`config.mk`:
```
export PLATFORM = sky130hd
export DESIGN_NAME = char_lcd_text_command_engine_top
export DESIGN_NICKNAME = d
export VERILOG_FILES = /design/src/rtl/lcdte_pkg.sv /design/src/rtl/lcdte_fifo.sv /design/src/rtl/lcdte_front.sv /design/src/rtl/lcdte_back.sv /design/src/rtl/char_lcd_text_command_engine_top.sv
export SDC_FILE = /design/constraint.sdc
export NUM_CORES = 1
export LEC_CHECK = 0
export CORE_MARGIN = 2
export CORE_UTILIZATION = 31
export DETAILED_ROUTE_END_ITERATION = 12
export DONT_BUFFER_PORTS = 1
export GPL_TIMING_DRIVEN = 0
export HOLD_SLACK_MARGIN = 0.1
export PLACE_DENSITY_LB_ADDON = 0.25
export SETUP_SLACK_MARGIN = 0.05
export SLEW_MARGIN = 20
export SYNTH_ARGS = -nofsm -noshare
export SYNTH_HDL_FRONTEND = slang
export SYNTH_HIERARCHICAL = 1
export SYNTH_SLANG_ARGS = --single-unit
```
`constraint.sdc`:
```
create_clock -name clk -period 6 [get_ports clk]
set_input_delay 0 -clock clk [delete_from_list [all_inputs] [get_ports clk]]
set_output_delay 0 -clock clk [all_outputs]
set_load 0.02 [all_outputs]
```
`src/rtl/lcdte_pkg.sv`:
```
package lcdte_pkg;

  // Request fields as they arrive on the input channel.
  typedef struct packed {
    logic [2:0] command;
    logic [5:0] col;
    logic [2:0] row;
    logic [7:0] char_code;
    logic [1:0] flag_select;
    logic       flag_value;
    logic       scroll_right;
  } req_t;

  // One bus nibble as it leaves on the output channel.
  typedef struct packed {
    logic [3:0] nibble;
    logic       register_select;
    logic [1:0] wait_class;
    logic       last;
  } nib_t;

  // One or two bytes queued between the decoder and the nibble serializer.
  typedef struct packed {
    logic       two;
    logic [7:0] byte0;
    logic       rs0;
    logic [7:0] byte1;
    logic       rs1;
  } job_t;

  localparam logic [2:0] CMD_LOCATE = 3'd0;
  localparam logic [2:0] CMD_CHAR   = 3'd1;
  localparam logic [2:0] CMD_FLAGS  = 3'd2;
  localparam logic [2:0] CMD_CLEAR  = 3'd3;
  localparam logic [2:0] CMD_SCROLL = 3'd4;
  localparam logic [2:0] CMD_GLYPH  = 3'd5;

  localparam logic [1:0] FLAG_DISPLAY = 2'd0;
  localparam logic [1:0] FLAG_CURSOR  = 2'd1;
  localparam logic [1:0] FLAG_BLINK   = 2'd2;

  localparam logic [1:0] WAIT_NONE = 2'd0;
  localparam logic [1:0] WAIT_DATA = 2'd1;
  localparam logic [1:0] WAIT_CMD  = 2'd2;
  localparam logic [1:0] WAIT_SLOW = 2'd3;

  localparam logic [1:0] CFG_COLUMNS = 2'd0;
  localparam logic [1:0] CFG_ROWS    = 2'd1;

  localparam logic [7:0] CHAR_LF = 8'h0A;
  localparam logic [7:0] CHAR_CR = 8'h0D;

  localparam logic [7:0] INSN_SET_ADDR  = 8'h80;
  localparam logic [7:0] INSN_DISPLAY   = 8'h08;
  localparam logic [7:0] INSN_CLEAR     = 8'h01;
  localparam logic [7:0] INSN_SHIFT     = 8'h18;
  localparam logic [7:0] INSN_SHIFT_R   = 8'h04;
  localparam logic [7:0] INSN_SLOW_LIM  = 8'h04;

  localparam logic [2:0] MAX_ROWS = 3'd4;

  localparam logic [5:0] COLUMNS_RESET = 6'd16;
  localparam logic [2:0] ROWS_RESET    = 3'd2;
  localparam logic [2:0] FLAGS_RESET   = 3'b100;

  localparam logic [6:0] ROW_BASE [4] = '{7'h00, 7'h40, 7'h14, 7'h54};

  // Rows past the panel or past the supported maximum fold back to row 0.
  function automatic logic [1:0] fold_row(input logic [2:0] r, input logic [2:0] rows);
    logic [1:0] res;
    res = r[1:0];
    if ((r >= rows) || (r >= MAX_ROWS)) begin
      res = 2'd0;
    end
    return res;
  endfunction

  function automatic logic [7:0] addr_byte(input logic [5:0] c, input logic [1:0] r);
    logic [6:0] sum;
    sum = {1'b0, c} + ROW_BASE[r];
    return INSN_SET_ADDR | {1'b0, sum};
  endfunction

endpackage

```
`src/rtl/lcdte_fifo.sv`:
```
module lcdte_fifo #(
  parameter int DEPTH = 2
) (
  input  logic          clk,
  input  logic          rst,
  input  logic          push,
  input  lcdte_pkg::job_t push_job,
  output logic          full,
  input  logic          pop,
  output logic          not_empty,
  output lcdte_pkg::job_t head
);
  import lcdte_pkg::*;

  localparam int PTR_W = (DEPTH > 1) ? $clog2(DEPTH) : 1;
  localparam int CNT_W = $clog2(DEPTH + 1);

  job_t             mem [DEPTH];
  logic [PTR_W-1:0] wr_ptr;
  logic [PTR_W-1:0] rd_ptr;
  logic [CNT_W-1:0] count;

  assign full      = (count == CNT_W'(DEPTH));
  assign not_empty = (count != '0);
  assign head      = mem[rd_ptr];

  always_ff @(posedge clk) begin
    if (push) begin
      mem[wr_ptr] <= push_job;
    end
  end

  always_ff @(posedge clk) begin
    if (rst) begin
      wr_ptr <= '0;
      rd_ptr <= '0;
      count  <= '0;
    end else begin
      if (push) begin
        wr_ptr <= (wr_ptr == PTR_W'(DEPTH - 1)) ? '0 : wr_ptr + 1'b1;
      end
      if (pop) begin
        rd_ptr <= (rd_ptr == PTR_W'(DEPTH - 1)) ? '0 : rd_ptr + 1'b1;
      end
      if (push && !pop) begin
        count <= count + 1'b1;
      end else if (pop && !push) begin
        count <= count - 1'b1;
      end
    end
  end

endmodule

```
`src/rtl/lcdte_front.sv`:
```
module lcdte_front (
  input  logic            clk,
  input  logic            rst,
  input  logic            cfg_we,
  input  logic [1:0]      cfg_index,
  input  logic [5:0]      cfg_data,
  input  logic            fire,
  input  lcdte_pkg::req_t req,
  output logic            push,
  output lcdte_pkg::job_t job
);
  import lcdte_pkg::*;

  logic [5:0] columns;
  logic [2:0] rows;
  logic [5:0] cursor_col;
  logic [1:0] cursor_row;
  logic [2:0] display_flags;

  logic [5:0] cursor_col_next;
  logic [1:0] cursor_row_next;
  logic [2:0] display_flags_next;
  logic       has_out;

  logic       wrap;
  logic [1:0] wrap_row;
  logic [5:0] ch_col;
  logic [1:0] ch_row;
  logic [1:0] lf_row;
  logic [7:0] ch_byte;
  logic       ch_rs;
  logic [1:0] tgt_row;
  logic [2:0] flag_mask;

  // Decode of a character request: optional wrap to the next row, then
  // newline, carriage return or a plain data byte; also the folded target row and the flag mask.
  always_comb begin
    wrap     = (cursor_col >= columns);
    wrap_row = fold_row({1'b0, cursor_row} + 3'd1, rows);
    ch_col   = wrap ? 6'd0 : cursor_col;
    ch_row   = wrap ? wrap_row : cursor_row;
    lf_row   = fold_row({1'b0, ch_row} + 3'd1, rows);
    ch_byte  = req.char_code;
    ch_rs    = 1'b1;
    if (req.char_code == CHAR_LF) begin
      ch_byte = addr_byte(ch_col, lf_row);
      ch_rs   = 1'b0;
    end else if (req.char_code == CHAR_CR) begin
      ch_byte = addr_byte(6'd0, ch_row);
      ch_rs   = 1'b0;
    end
    tgt_row = fold_row(req.row, rows);
    case (req.flag_select)
      FLAG_DISPLAY: flag_mask = 3'b100;
      FLAG_CURSOR:  flag_mask = 3'b010;
      FLAG_BLINK:   flag_mask = 3'b001;
      default:      flag_mask = 3'b000;
    endcase
  end

  always_comb begin
    cursor_col_next    = cursor_col;
    cursor_row_next    = cursor_row;
    display_flags_next = display_flags;
    has_out            = 1'b0;
    job                = '0;
    case (req.command)
      CMD_LOCATE: begin
        has_out         = 1'b1;
        job.byte0       = addr_byte(req.col, tgt_row);
        cursor_col_next = req.col;
        cursor_row_next = tgt_row;
      end
      CMD_CHAR: begin
        has_out = 1'b1;
        if (wrap) begin
          job.two   = 1'b1;
          job.byte0 = addr_byte(6'd0, wrap_row);
          job.byte1 = ch_byte;
          job.rs1   = ch_rs;
        end else begin
          job.byte0 = ch_byte;
          job.rs0   = ch_rs;
        end
        if (req.char_code == CHAR_LF) begin
          cursor_col_next = ch_col;
          cursor_row_next = lf_row;
        end else if (req.char_code == CHAR_CR) begin
          cursor_col_next = 6'd0;
          cursor_row_next = ch_row;
        end else begin
          cursor_col_next = ch_col + 6'd1;
          cursor_row_next = ch_row;
        end
      end
      CMD_FLAGS: begin
        if (flag_mask != 3'b000) begin
          has_out            = 1'b1;
          display_flags_next = req.flag_value ? (display_flags | flag_mask)
                                              : (display_flags & ~flag_mask);
          job.byte0          = INSN_DISPLAY | {5'd0, display_flags_next};
        end
      end
      CMD_CLEAR: begin
        has_out         = 1'b1;
        job.byte0       = INSN_CLEAR;
        cursor_col_next = 6'd0;
        cursor_row_next = 2'd0;
      end
      CMD_SCROLL: begin
        has_out   = 1'b1;
        job.byte0 = req.scroll_right ? (INSN_SHIFT | INSN_SHIFT_R) : INSN_SHIFT;
      end
      CMD_GLYPH: begin
        has_out         = 1'b1;
        job.two         = 1'b1;
        job.byte0       = addr_byte(req.col, tgt_row);
        job.byte1       = req.char_code;
        job.rs1         = 1'b1;
        cursor_col_next = req.col;
        cursor_row_next = tgt_row;
      end
      default: begin
        has_out = 1'b0;
      end
    endcase
  end

  assign push = fire && has_out;

  always_ff @(posedge clk) begin
    if (rst) begin
      columns       <= COLUMNS_RESET;
      rows          <= ROWS_RESET;
      cursor_col    <= '0;
      cursor_row    <= '0;
      display_flags <= FLAGS_RESET;
    end else begin
      if (cfg_we && (cfg_index == CFG_COLUMNS)) begin
        columns <= cfg_data;
      end
      if (cfg_we && (cfg_index == CFG_ROWS)) begin
        rows <= cfg_data[2:0];
      end
      if (fire) begin
        cursor_col    <= cursor_col_next;
        cursor_row    <= cursor_row_next;
        display_flags <= display_flags_next;
      end
    end
  end

endmodule

```
`src/rtl/lcdte_back.sv`:
```
module lcdte_back (
  input  logic            clk,
  input  logic            rst,
  input  logic            job_valid,
  input  lcdte_pkg::job_t job,
  output logic            pop,
  output logic            nib_valid,
  input  logic            nib_stall,
  output lcdte_pkg::nib_t nib
);
  import lcdte_pkg::*;

  logic [1:0] idx;
  logic       load;
  logic       job_end;
  logic [7:0] cur_byte;
  logic       cur_rs;
  nib_t       nib_next;

  assign load    = job_valid && (!nib_valid || !nib_stall);
  assign job_end = (idx == {job.two, 1'b1});
  assign pop     = load && job_end;

  always_comb begin
    cur_byte = idx[1] ? job.byte1 : job.byte0;
    cur_rs   = idx[1] ? job.rs1 : job.rs0;
    nib_next.nibble          = idx[0] ? cur_byte[3:0] : cur_byte[7:4];
    nib_next.register_select = cur_rs;
    nib_next.last            = job_end;
    if (!idx[0]) begin
      nib_next.wait_class = WAIT_NONE;
    end else if (cur_rs) begin
      nib_next.wait_class = WAIT_DATA;
    end else if (cur_byte < INSN_SLOW_LIM) begin
      nib_next.wait_class = WAIT_SLOW;
    end else begin
      nib_next.wait_class = WAIT_CMD;
    end
  end

  always_ff @(posedge clk) begin
    if (load) begin
      nib <= nib_next;
    end
  end

  always_ff @(posedge clk) begin
    if (rst) begin
      idx       <= '0;
      nib_valid <= 1'b0;
    end else begin
      if (load) begin
        nib_valid <= 1'b1;
        idx       <= job_end ? 2'd0 : idx + 2'd1;
      end else if (!nib_stall) begin
        nib_valid <= 1'b0;
      end
    end
  end

endmodule

```
`src/rtl/char_lcd_text_command_engine_top.sv`:
```
// Channel   | Handshake             | Payload
// ----------+-----------------------+------------------------------------------
// req       | req_valid / req_stall | lcdte_pkg::req_t, one request
// nib       | nib_valid / nib_stall | lcdte_pkg::nib_t, one bus nibble
// cfg       | cfg_valid / cfg_ready | cfg_index selects columns or rows
//
// A request is decoded in the cycle it is accepted and its bytes enter the
// job queue at that same edge; the serializer then sends one nibble per
// cycle while nib_stall is low and the queue holds a job, and a request
// turns into 0, 2 or 4 nibbles on the output side.
// With the queue empty, a job is written into the queue at acceptance and
// then loads the output register, from which its first nibble is offered.
// Reset (rst, synchronous) empties the queue, drops nib_valid, homes the
// cursor and restores 16 columns, 2 rows and the display-on flag.
// req_stall rises only while the job queue is full; nib_stall holds the
// output register and, once the queue fills, backs up into req_stall.
module char_lcd_text_command_engine_top #(
  parameter int QUEUE_DEPTH = 2
) (
  input  logic            clk,
  input  logic            rst,
  input  logic            req_valid,
  output logic            req_stall,
  input  lcdte_pkg::req_t req,
  output logic            nib_valid,
  input  logic            nib_stall,
  output lcdte_pkg::nib_t nib,
  input  logic            cfg_valid,
  output logic            cfg_ready,
  input  logic [1:0]      cfg_index,
  input  logic [5:0]      cfg_data
);
  import lcdte_pkg::*;

  logic req_fire;
  logic push;
  job_t push_job;
  logic q_full;
  logic q_valid;
  logic pop;
  job_t head;

  // Register writes are taken in any cycle; the front end applies them
  // directly to its configuration registers.
  assign cfg_ready = 1'b1;

  // The queue absorbs a request whenever there is room, independent of
  // whether the serializer is currently stalled downstream.
  assign req_stall = q_full;
  assign req_fire  = req_valid && !req_stall;

  // Front end: request decode, cursor and display-flag tracking.
  lcdte_front u_front (
    .clk       (clk),
    .rst       (rst),
    .cfg_we    (cfg_valid && cfg_ready),
    .cfg_index (cfg_index),
    .cfg_data  (cfg_data),
    .fire      (req_fire),
    .req       (req),
    .push      (push),
    .job       (push_job)
  );

  // Job queue between decode and serialization.
  lcdte_fifo #(
    .DEPTH (QUEUE_DEPTH)
  ) u_fifo (
    .clk       (clk),
    .rst       (rst),
    .push      (push),
    .push_job  (push_job),
    .full      (q_full),
    .pop       (pop),
    .not_empty (q_valid),
    .head      (head)
  );

  // Back end: splits each queued byte into high and low nibble.
  lcdte_back u_back (
    .clk       (clk),
    .rst       (rst),
    .job_valid (q_valid),
    .job       (head),
    .pop       (pop),
    .nib_valid (nib_valid),
    .nib_stall (nib_stall),
    .nib       (nib)
  );

endmodule

```
==> After elaboration in Yosys (flattened, before gate mapping) <==
Memories as Yosys holds them, arrays and structs flattened. A register that Yosys moved wholly into a read port is not among the register bits.
Index checks and enable logic that the tools add are counted.
{ "word_totals": {"inputBits": 37, "wordCells": 144, "ff_bits": 35, "out_inout_bits": 11, "ramBits": 38, "mem_count": 1} }
{ "memory_table": {"columns": ["name", "depth", "width", "read_ports", "rd_clocked_by_memory_dff", "wr", "line", "rtl"], "rows": [
  ["u_fifo.mem", 2, 19, 1, 1, 1, "lcdte_fifo.sv:18", "job_t mem [DEPTH];"]
]} }
{ "classes": {"bitwise_logic": 8, "eq_ne": 13, "n_lt_le_gt_ge": 12, "reduce_logical": 29, "add_sub_neg": 10, "n_mux": 56} }
{ "ops": {"columns": ["op", "n"], "rows": [
  ["binary-select mux 7 bit (select 2 bit)", 4],
  ["two-way mux 7 bit", 8],
  ["case mux 8 bit (5 select lines)", 1],
  ["two-way mux 8 bit", 4],
  [">= comparator 3 bit, second input constant", 7],
  ["two-way mux 6 bit", 3],
  ["case mux 6 bit (3 select lines)", 1],
  ["case mux 9 bit (2 select lines)", 1],
  ["two-way mux 1 bit", 17],
  ["== test 8 x 4 -> 1 bit, second input constant", 2],
  ["two-way mux 2 bit", 8],
  ["adder 6 x 7 -> 7 bit", 2],
  ["inverter 2 -> 3 bit", 4],
  [">= comparator 3 bit", 3],
  ["two-way mux 9 bit", 1],
  ["case mux 3 bit (3 select lines)", 1],
  ["logical AND 1 bit", 8],
  ["< comparator 8 x 3 -> 1 bit, second input constant", 1],
  ["two-way mux 4 bit", 2],
  ["adder 2 x 1 -> 3 bit, second input constant", 2],
  ["adder 6 x 1 -> 6 bit, second input constant", 1],
  ["== test 3 x 2 -> 1 bit, second input constant", 2],
  ["== test 3 bit, second input constant", 2],
  [">= comparator 6 bit", 1],
  ["other kinds (25)", 42]
]} }

==> Logic depth before layout (Yosys ltp) <==
Gate-level depths: netlist of the first run.
{ "depth": {"depth_word": 17, "mapped_depth": 20} }

==> Modules after synthesis <==
The synthesis of the first run kept the hierarchy.
{ "modules_own_cells": {"columns": ["module", "area_per_inst_um2", "instances", "cells_each"], "rows": [
  ["lcdte_front", 2290.9, 1, 318],
  ["lcdte_fifo", 1581.5, 1, 81],
  ["lcdte_back", 555.5, 1, 42],
  ["char_lcd_text_command_engine_top", 25.0, 1, 3]
]} }

==> Least setup slack after synthesis of the first run <==
No wires, ideal clock.
{ "synth_path": {"path_type": "reg-to-reg", "startpoint": "register u_front.cursor_col[0]", "endpoint": "memory u_fifo/mem[0][16] in the netlist's numbering (data pin)", "synth_period_minus_slack_ns": 3.993, "n_path_buf": 1, "slack_ns": 2.007, "arrival_ns": 3.726, "stages_incl_launch_ff": 20, "cell_sequence": "dfxtp_1 -> inv_1 -> ha_1 -> nand2b_1 -> a21oi_1 -> o21ai_0 -> clkbuf_1 -> nand3_1 -> mux2i_1 -> ha_1 -> a21oi_1 -> o21a_1 -> and3_1 -> ha_1 -> ha_1 -> a21o_1 -> nand2_1 -> or4_1 -> a41oi_1 -> o31ai_1"} }
{ "synth_rtl": {"columns": ["element", "line", "rtl"], "rows": [
  ["start: declaration", "lcdte_front.sv:16", "logic [5:0] cursor_col;"],
  ["start signal: assignment", "lcdte_front.sv:146", "cursor_col <= cursor_col_next;"],
  ["end: declaration", "lcdte_fifo.sv:18", null]
]} }

==> results of run 1 <==
-- path summary, 6_finish.rpt --
check / startpoint / end / slack (ns) / cells after the start
max: u_front/cursor_col[5]$_SDFFE_PP0P_ / u_fifo/mem[0][14]$_DFFE_PP_ / 1.0 / 18
min: req[3] / u_front/display_flags[1]$_SDFFE_PP0P_ / 0.11 / 4
max reg2reg: u_front/cursor_col[5]$_SDFFE_PP0P_ / u_fifo/mem[0][14]$_DFFE_PP_ / 1.0 / 18
min reg2reg: u_front/display_flags[1]$_SDFFE_PP0P_ / u_front/display_flags[1]$_SDFFE_PP0P_ / 0.50 / 2
-- final cells by class --
class | instances | area (µm²) | share of cell area
Multi-Input combinational cell | 331 | 2340 | 0.438
Sequential cell | 74 | 1940 | 0.364
Timing Repair Buffer | 34 | 342 | 0.0640
Clock buffer | 9 | 225 | 0.0422
Tap cell | 180 | 225 | 0.0422
Buffer | 22 | 113 | 0.0211
Clock inverter | 7 | 83.8 | 0.0157
Inverter | 17 | 63.8 | 0.0120
Antenna cell | 1 | 2.50 | 0.000469
-- synth_stat cells (3+ instances only) --
master / n / area share
sky130_fd_sc_hd__or3_1: 3 / 0.0042
sky130_fd_sc_hd__nor3b_1: 3 / 0.0051
sky130_fd_sc_hd__clkbuf_1: 13 / 0.011
sky130_fd_sc_hd__a22oi_1: 3 / 0.0051
sky130_fd_sc_hd__xnor2_1: 9 / 0.018
sky130_fd_sc_hd__and3_1: 7 / 0.0098
sky130_fd_sc_hd__o211ai_1: 5 / 0.0084
sky130_fd_sc_hd__mux4_2: 3 / 0.015
sky130_fd_sc_hd__o21a_1: 6 / 0.010
sky130_fd_sc_hd__a21o_1: 4 / 0.0067
sky130_fd_sc_hd__nand3b_1: 5 / 0.0084
sky130_fd_sc_hd__o221ai_1: 3 / 0.0059
sky130_fd_sc_hd__o21ai_0: 15 / 0.017
sky130_fd_sc_hd__nand2_1: 31 / 0.026
sky130_fd_sc_hd__nor2_1: 44 / 0.037
sky130_fd_sc_hd__edfxtp_1: 46 / 0.31
sky130_fd_sc_hd__ha_1: 25 / 0.070
sky130_fd_sc_hd__and2_1: 10 / 0.014
sky130_fd_sc_hd__a32o_1: 3 / 0.0067
sky130_fd_sc_hd__a211o_1: 4 / 0.0079
sky130_fd_sc_hd__a211oi_1: 5 / 0.0084
sky130_fd_sc_hd__a31oi_1: 8 / 0.011
sky130_fd_sc_hd__mux2i_1: 11 / 0.025
sky130_fd_sc_hd__nand3_1: 9 / 0.010
sky130_fd_sc_hd__xor2_1: 4 / 0.0079
sky130_fd_sc_hd__buf_2: 3 / 0.0034
sky130_fd_sc_hd__dfxtp_1: 28 / 0.13
sky130_fd_sc_hd__nor3_1: 10 / 0.011
sky130_fd_sc_hd__mux2_2: 20 / 0.051
sky130_fd_sc_hd__a21oi_1: 30 / 0.034
sky130_fd_sc_hd__buf_6: 3 / 0.0076
sky130_fd_sc_hd__o31ai_1: 4 / 0.0067
sky130_fd_sc_hd__a221oi_1: 3 / 0.0059
sky130_fd_sc_hd__nand2b_1: 7 / 0.0098
sky130_fd_sc_hd__inv_1: 17 / 0.014
sky130_fd_sc_hd__nor2b_1: 6 / 0.0084
-- stage by stage --
stage / area [µm²] / power [mW]
after global placement: 4680 / 1.05
after detailed placement: 4690 / 1.06
after global routing: 5330 / 1.73
after CTS: 5330 / 1.65
after floorplan: 4450 / 0.971
final: 5330 / 1.64
-- registers in the layout, summed over array words and instances (netlist names), named ones only --
name,cells
u_front/display_flags,3
u_front/rows,3
u_front/cursor_row,2
u_fifo/count,2
u_back/nib_valid,1
u_fifo/rd_ptr,1
u_front/cursor_col,6
u_back/nib,8
u_front/columns,6
u_fifo/mem,38
u_back/idx,2
u_fifo/wr_ptr,1
-- layer usage --
metal | track usage | vias up | wire (µm)
li1 | - | 1750 | -
met1 | 0.223 | 1710 | 5500
met3 | 0.0430 | 11 | 655
met4 | 0.0462 | 0 | 106
met5 | 0 | - | 0
met2 | 0.272 | 113 | 5760
-- power groups by stage --
stage	Clock, mW	Sequential (mW)	Combinational (mW)
2_1_floorplan	0	0.687	0.283
4_1_cts	0.576	0.686	0.391
3_3_place_gp	0	0.695	0.358
6_report	0.566	0.685	0.392
5_1_grt	0.598	0.696	0.435
3_5_place_dp	0	0.697	0.367
-- cell families (layout without fill, tap and decap cells) --
| logic type | count (synthesis) | in the layout | synth area share |
|---|---|---|---|
| AO/OA/AOI/OAI | 110 | 110 | 0.165 |
| XOR/XNOR | 13 | 13 | 0.0256 |
| adder cells (fa/ha/maj) | 25 | 25 | 0.0702 |
| buffers and inverters | 39 | 89 | 0.0396 |
| flip-flops | 74 | 74 | 0.436 |
| multiplexers | 35 | 35 | 0.0964 |
| other | 1 | 2 | 0.000842 |
| AND/OR/NAND/NOR | 147 | 147 | 0.166 |
-- tightest hold or removal path: cells and delay by family --
| kind | cells | cell delay [ns] |
|---|---|---|
| simple gates | 3 | 0.30 |
| mux | 1 | 0.12 |
==> impl_results.md, run 1 <==
* Critical path's largest stage delay at 0.56 ns
* Post-synthesis cell type count at 61
* Sequence of cells on the critical path: ha_1 > nand4_1 > o21ai_0 > clkbuf_1 > nand3_1 > mux2i_1 > ha_1 > a21oi_1 > o21a_1 > and3_1 > ha_1 > ha_1 > xnor2_1 > o21ai_0 > a21oi_1 > a211oi_1 > nor2_1 > a221oi_1
* Share of flip-flops with an asynchronous set or reset at 0
* Crit path launch type: flop
* Max Root-Sink Buffers at 2
* Fraction of final layout cells with drive strength greater than 1 at 0.111
* Fin crit period at 5.00 ns
* Mean instance size in the synthesized netlist at 10.0 µm²
* Crit path top cell by count: sky130_fd_sc_hd__ha_1
* Worst slew pin tran at 1.01 ns
* Area of the placeable core at 13900 µm²
* Clock transition at the registers of the reported paths at 0.06 ns
* Post-synthesis net count at 506
* Synth warn at 6
* Crit share post-route at 0.834
* Filler cell count in the final layout at 1350
* Root Driver: sky130_fd_sc_hd__clkbuf_16
* Static leakage at 1.96 nW
* Utilization after layout at 0.383
* Critical path start-end classification: flop to flop
* Area growth from synthesis to final layout at 19.8%
* Largest delay share family, worst path: compound AO/OA/AOI/OAI gates
* Fin worst setup slack at 0.996 ns
* Count of final setup violators at 0
* Relative slew slack at 0.322
* #FFs+latches synth at 74
* Number of H-tree levels at 3
* Cell row count at 43
* Number of cells in the finished layout apart from fillers at 675
* Critical Path End Type: flop
* Number of enable-type register cells in the synthesized netlist at 46
* Max IR drop VDD at 0.000207 V
* Number of buffers inserted by post-CTS setup repair at 0
* Number of antenna violations at the first check in global routing at 1
* Worst Path Required at 6.11 ns
* Avg Vias per Cell at 5.31
* Post-detailed-route wirelength per cell at 17.8 µm
* Detailed Route WL at 12.0 mm
* Total of hold buffers inserted after clock tree synthesis at 33
* Worst-case hold slack at 0.110 ns
* Net Sw Power at 520 µW
* Number of I/O pins at 48
* DR DRC count at 0
* Number of port buffers at 0
* Path category of the worst min-delay check: input port to flop
* Commonest cells after routing, fill and taps aside: 46 x sky130_fd_sc_hd__edfxtp_1, 44 x sky130_fd_sc_hd__nor2_1, 33 x sky130_fd_sc_hd__dlygate4sd3_1, 31 x sky130_fd_sc_hd__nand2_1, 30 x sky130_fd_sc_hd__a21oi_1
* Most used flip-flop cell after synthesis: sky130_fd_sc_hd__edfxtp_1
* Setup total negative slack at 0 ns
* Highest-delay cell along the critical path: sky130_fd_sc_hd__o21ai_0
* Leading cell type in the layout, fill and taps excluded: sky130_fd_sc_hd__edfxtp_1
* Data arrival time at the worst-slack endpoint at 5.11 ns
* Wire length of the first global-routing pass at 19.5 mm
* Total count of max-transition violations in the final report at 0
* Total number of clock tree sinks at 74
* Overall die area at 15300 µm²
* Total routing resource utilization after global routing at 0.168
* Power share of the sequential group at 0.417
* Antenna Nets Post-Route at 0
* Die Height at 124 µm
* Insertion delay of the later-clocked pin in the worst-skew pair at 0.34 ns
* Part of the power in the clock network at 0.344
* Unrepaired setup endpoints after global routing: no
* Total half-perimeter wirelength after legalization and detailed placement at 8.69 mm
* Biggest fanout along the worst timing path at 10
* Vias in the first global route at 3559
* Number of vias in the routed layout at 3584
* Post-cts resize count at 0
* Setup slack at placement at 1.07 ns
* Maximum clock skew at final layout at 0.0106 ns
* Initial drt markers at 300
* Comb pwr share at 0.239
* Total gr overflow at 0
* Synth Cell Area at 4450 µm²
* Placed cell count at 625
* Number of failing hold endpoints at the final stage at 0
* Effective utilization at floorplan at 0.320
* Cell Int Power at 1.12 mW
* First-pass iteration count of the detailed router at 5
* Fmax at 0.200 GHz
* Inserted Clock Buffers at 9
* Final GP Congestion at 0.862
* Max-Cap Viols at 0
* PwrDens at 308 nW/µm²
* WP buf/inv at 1
* Part of the Yosys area used for sequential elements at 0.436
* TritonCTS clock tree: yes
* Sw frac at 0.317
* Status: completed
* Number of nets in the final layout at 551
* Post-Synthesis Cells at 444
* Die outline width at 124 µm
* Maximum number of pins on one net before global-route repair at 20
(Power assumes the default switching activity.)
==> inputs of run 2 (changes only) <==
--- a/config.mk
+++ b/config.mk
@@ -5,6 +5,7 @@
 export SDC_FILE = /design/constraint.sdc
 export NUM_CORES = 1
 export LEC_CHECK = 0
+export ABC_AREA = 1
 export CORE_MARGIN = 2
 export CORE_UTILIZATION = 31
 export DETAILED_ROUTE_END_ITERATION = 12
==> constraint.sdc (replaced) <==
create_clock -name clk -period 4.9 [get_ports clk]
set_input_delay 0 -clock clk [delete_from_list [all_inputs] [get_ports clk]]
set_output_delay 0 -clock clk [all_outputs]
set_load 0.02 [all_outputs]
==> impl_results.md, run 2 <==
* Status: completed
* Total number of clock tree sinks at 74
* Vias in the first global route at 3688
* Mean instance size in the synthesized netlist at 8.39 µm²
* Synth warn at 6
* Data arrival time at the worst-slack endpoint at 4.31 ns
* Utilization after layout at 0.391
* Crit share post-route at 0.863
* Effective utilization at floorplan at 0.318
* Unrepaired setup endpoints after global routing: no
* Setup total negative slack at 0 ns
* Number of failing hold endpoints at the final stage at 0
* Inserted Clock Buffers at 9
* Commonest cells after routing, fill and taps aside: 116 x sky130_fd_sc_hd__nand2_1, 79 x sky130_fd_sc_hd__inv_1, 46 x sky130_fd_sc_hd__edfxtp_1, 45 x sky130_fd_sc_hd__dlygate4sd3_1, 44 x sky130_fd_sc_hd__nor2_1
* Number of cells in the finished layout apart from fillers at 769
* Maximum number of pins on one net before global-route repair at 21
* Fraction of final layout cells with drive strength greater than 1 at 0.124
* Post-synthesis cell type count at 42
* DR DRC count at 0
* Number of flip-flops under the largest register name at 38
* Max IR drop VDD at 0.000158 V
* Post-synthesis cell type with the largest combined area: sky130_fd_sc_hd__edfxtp_1
* First-pass iteration count of the detailed router at 5
* List of most frequent post-synthesis cells: 116 x sky130_fd_sc_hd__nand2_1, 79 x sky130_fd_sc_hd__inv_1, 46 x sky130_fd_sc_hd__edfxtp_1
* Worst Path Required at 4.98 ns
* Number of enable-type register cells in the synthesized netlist at 46
* Total gr overflow at 0
* Number of buffers inserted by post-CTS setup repair at 0
* Most frequent cell after synthesis: sky130_fd_sc_hd__nand2_1
* Critical path start-end classification: flop to flop
* Area of the placeable core at 13900 µm²
* End of the critical path: u_fifo/mem[0][12]$_DFFE_PP_
* Total half-perimeter wirelength after legalization and detailed placement at 8.14 mm
* Register bank with the most flops: u_fifo/mem
* CP startpoint: u_front/cursor_col[3]$_SDFFE_PP0P_
* Detailed Route WL at 11.2 mm
* Total count of max-transition violations in the final report at 0
* Number of H-tree levels at 3
* Worst-case hold slack at 0.103 ns
* Critical Path End Type: flop
* Number of cells on the worst reg-to-reg path at 26
* Number of vias in the routed layout at 3719
* Top cell type's share of synthesized area at 0.313
* Insertion delay of the later-clocked pin in the worst-skew pair at 0.33 ns
* PwrDens at 361 nW/µm²
* Total routing resource utilization after global routing at 0.156
* Crit path launch type: flop
* Biggest fanout along the worst timing path at 10
* Worst slew pin tran at 0.825 ns
* Max-Cap Viols at 0
* #FFs+latches synth at 74
* Final GP Congestion at 0.866
* Post-detailed-route wirelength per cell at 14.5 µm
* Initial drt markers at 193
* Number of nets in the final layout at 646
* Fmax at 0.237 GHz
* Largest registers: u_fifo/mem (38), u_back/nib (8)
* TritonCTS clock tree: yes
* Count of final setup violators at 0
* Clock transition at the registers of the reported paths at 0.06 ns
* Leading cell type in the layout, fill and taps excluded: sky130_fd_sc_hd__nand2_1
* Filler cell count in the final layout at 1427
* Path category of the worst min-delay check: input port to flop
* Post-synthesis net count at 589
* Cell row count at 43
* Worst reg2reg path endpoint: u_fifo/mem[0][12]$_DFFE_PP_
* Number of inserted diodes at 0
* Placed cell count at 708
* Max Root-Sink Buffers at 2
* Maximum clock skew at final layout at 0.00725 ns
* Synth Cell Area at 4420 µm²
* Fin crit period at 4.23 ns
* Antenna Nets Post-Route at 0
* Origin of the critical flop-to-flop path: u_front/cursor_col[3]$_SDFFE_PP0P_
* Synth area leaders: sky130_fd_sc_hd__edfxtp_1 31%, sky130_fd_sc_hd__dfxtp_1 13%, sky130_fd_sc_hd__nand2_1 9.9%
* Avg Vias per Cell at 4.84
* Die Height at 123 µm
* Root Driver: sky130_fd_sc_hd__clkbuf_16
* Overall die area at 15200 µm²
* Most used flip-flop cell after synthesis: sky130_fd_sc_hd__edfxtp_1
* Internal reg-to-reg setup slack at 0.67 ns
* Relative slew slack at 0.449
* Area growth from synthesis to final layout at 22.8%
* Share of flip-flops with an asynchronous set or reset at 0
* Part of the Yosys area used for sequential elements at 0.439
* Number of port buffers at 0
* PnR Total Power at 1.96 mW
* Wire length of the first global-routing pass at 18.2 mm
* Number of I/O pins at 48
* Number of antenna violations at the first check in global routing at 0
* Post-Synthesis Cells at 527
* Die outline width at 123 µm
* Static leakage at 2.40 nW
## run 2: cell count changes after synthesis, sizes merged, moves of 8 or more
cell | before | now
nand2 | 32 | 119
inv | 17 | 85
o21ai | 16 | 46
nand3 | 9 | 24
clkbuf | 13 | 1
mux2i | 11 | 0
and2 | 10 | 0
nor2 | 44 | 53
xnor2 | 9 | 1
## run 2: logic make-up after synthesis
family                   share of synthesized area
AO/OA/AOI/OAI                                0.126
XOR/XNOR                                   0.00198
adder cells (fa/ha/maj)                     0.0708
buffers and inverters                       0.0940
flip-flops                                   0.439
multiplexers                                0.0569
other                                     0.000849
AND/OR/NAND/NOR                              0.210
## run 2: critical path, cell delays in order (launching register included)
cell	delay, ns
sky130_fd_sc_hd__dfxtp_1	0.49
sky130_fd_sc_hd__ha_1	0.31
sky130_fd_sc_hd__nand2_1	0.06
sky130_fd_sc_hd__nand2_1	0.06
sky130_fd_sc_hd__a21oi_2	0.15
sky130_fd_sc_hd__nand2_2	0.08
sky130_fd_sc_hd__buf_6	0.15
sky130_fd_sc_hd__nand2_1	0.08
sky130_fd_sc_hd__nand2_2	0.09
sky130_fd_sc_hd__inv_1	0.11
sky130_fd_sc_hd__nand2_1	0.09
sky130_fd_sc_hd__nand2_1	0.07
sky130_fd_sc_hd__inv_1	0.04
sky130_fd_sc_hd__ha_1	0.25
sky130_fd_sc_hd__o21ai_0	0.09
sky130_fd_sc_hd__inv_1	0.06
sky130_fd_sc_hd__o21ai_0	0.13
sky130_fd_sc_hd__inv_1	0.05
sky130_fd_sc_hd__nor2_1	0.14
sky130_fd_sc_hd__nand3_2	0.11
sky130_fd_sc_hd__inv_1	0.09
sky130_fd_sc_hd__ha_1	0.23
sky130_fd_sc_hd__nand2_1	0.09
sky130_fd_sc_hd__nand2_1	0.07
sky130_fd_sc_hd__o21ai_0	0.21
sky130_fd_sc_hd__nand2_1	0.09
sky130_fd_sc_hd__dlygate4sd3_1	0.57
## run 2: layout make-up
class                      count  area [µm²]  area share
clock buffer                  10         229      0.0422
inverter                      85         319      0.0588
sequential                    74        1940       0.358
tap                          180         225      0.0415
buffer                        11        96.3      0.0177
clock inverter                 6        91.3      0.0168
multi-input combinational    357        2060       0.380
timing repair buffer          46         462      0.0850
## run 2: power breakdown
group | total [mW] | switching (mW) | internal [mW]
clock network | 0.706 | 0.259 | 0.448
logic | 0.454 | 0.276 | 0.178
registers | 0.798 | 0.0528 | 0.746
total | 1.96 | 0.587 | 1.37
## run 2: what timing repair did
| item | 4_1_cts | 5_1_grt |
|---|---|---|
| gates resized for setup | 0 | 0 |
| hold buffers | 45 | 0 |
| endpoints found under the hold margin | 57 | 0 |
## run 2: worst min-delay path by stage
stage / startpoint / depth (start not counted) / end / slack (ns)
after global routing: req[22] / 3 / u_fifo/mem[1][14]$_DFFE_PP_ / 0.11
after CTS: req[22] / 3 / u_fifo/mem[1][14]$_DFFE_PP_ / 0.10
after detailed placement: rst / 1 / u_back/nib_valid$_SDFFE_PP0P_ / 0.08
after floorplan: rst / 1 / u_back/nib_valid$_SDFFE_PP0P_ / 0.07
after global placement: rst / 1 / u_back/nib_valid$_SDFFE_PP0P_ / 0.07
final: req[13] / 6 / u_front/cursor_row[1]$_SDFFE_PP0P_ / 0.10
## run 2: metrics by stage
step,setup slack (ns),area (µm²)
final,0.674,5430
after global routing,0.284,5430
after CTS,0.700,5430
after detailed placement,0.882,4660
after global placement,0.988,4640
after floorplan,1.45,4420
## run 2: metal layers
layer	part of all wire	global-route usage	vias up
met5	0	0	-
met2	0.49	0.267	101
li1	-	-	1865
met4	0.030	0.0561	0
met3	0.050	0.0438	30
met1	0.43	0.185	1723
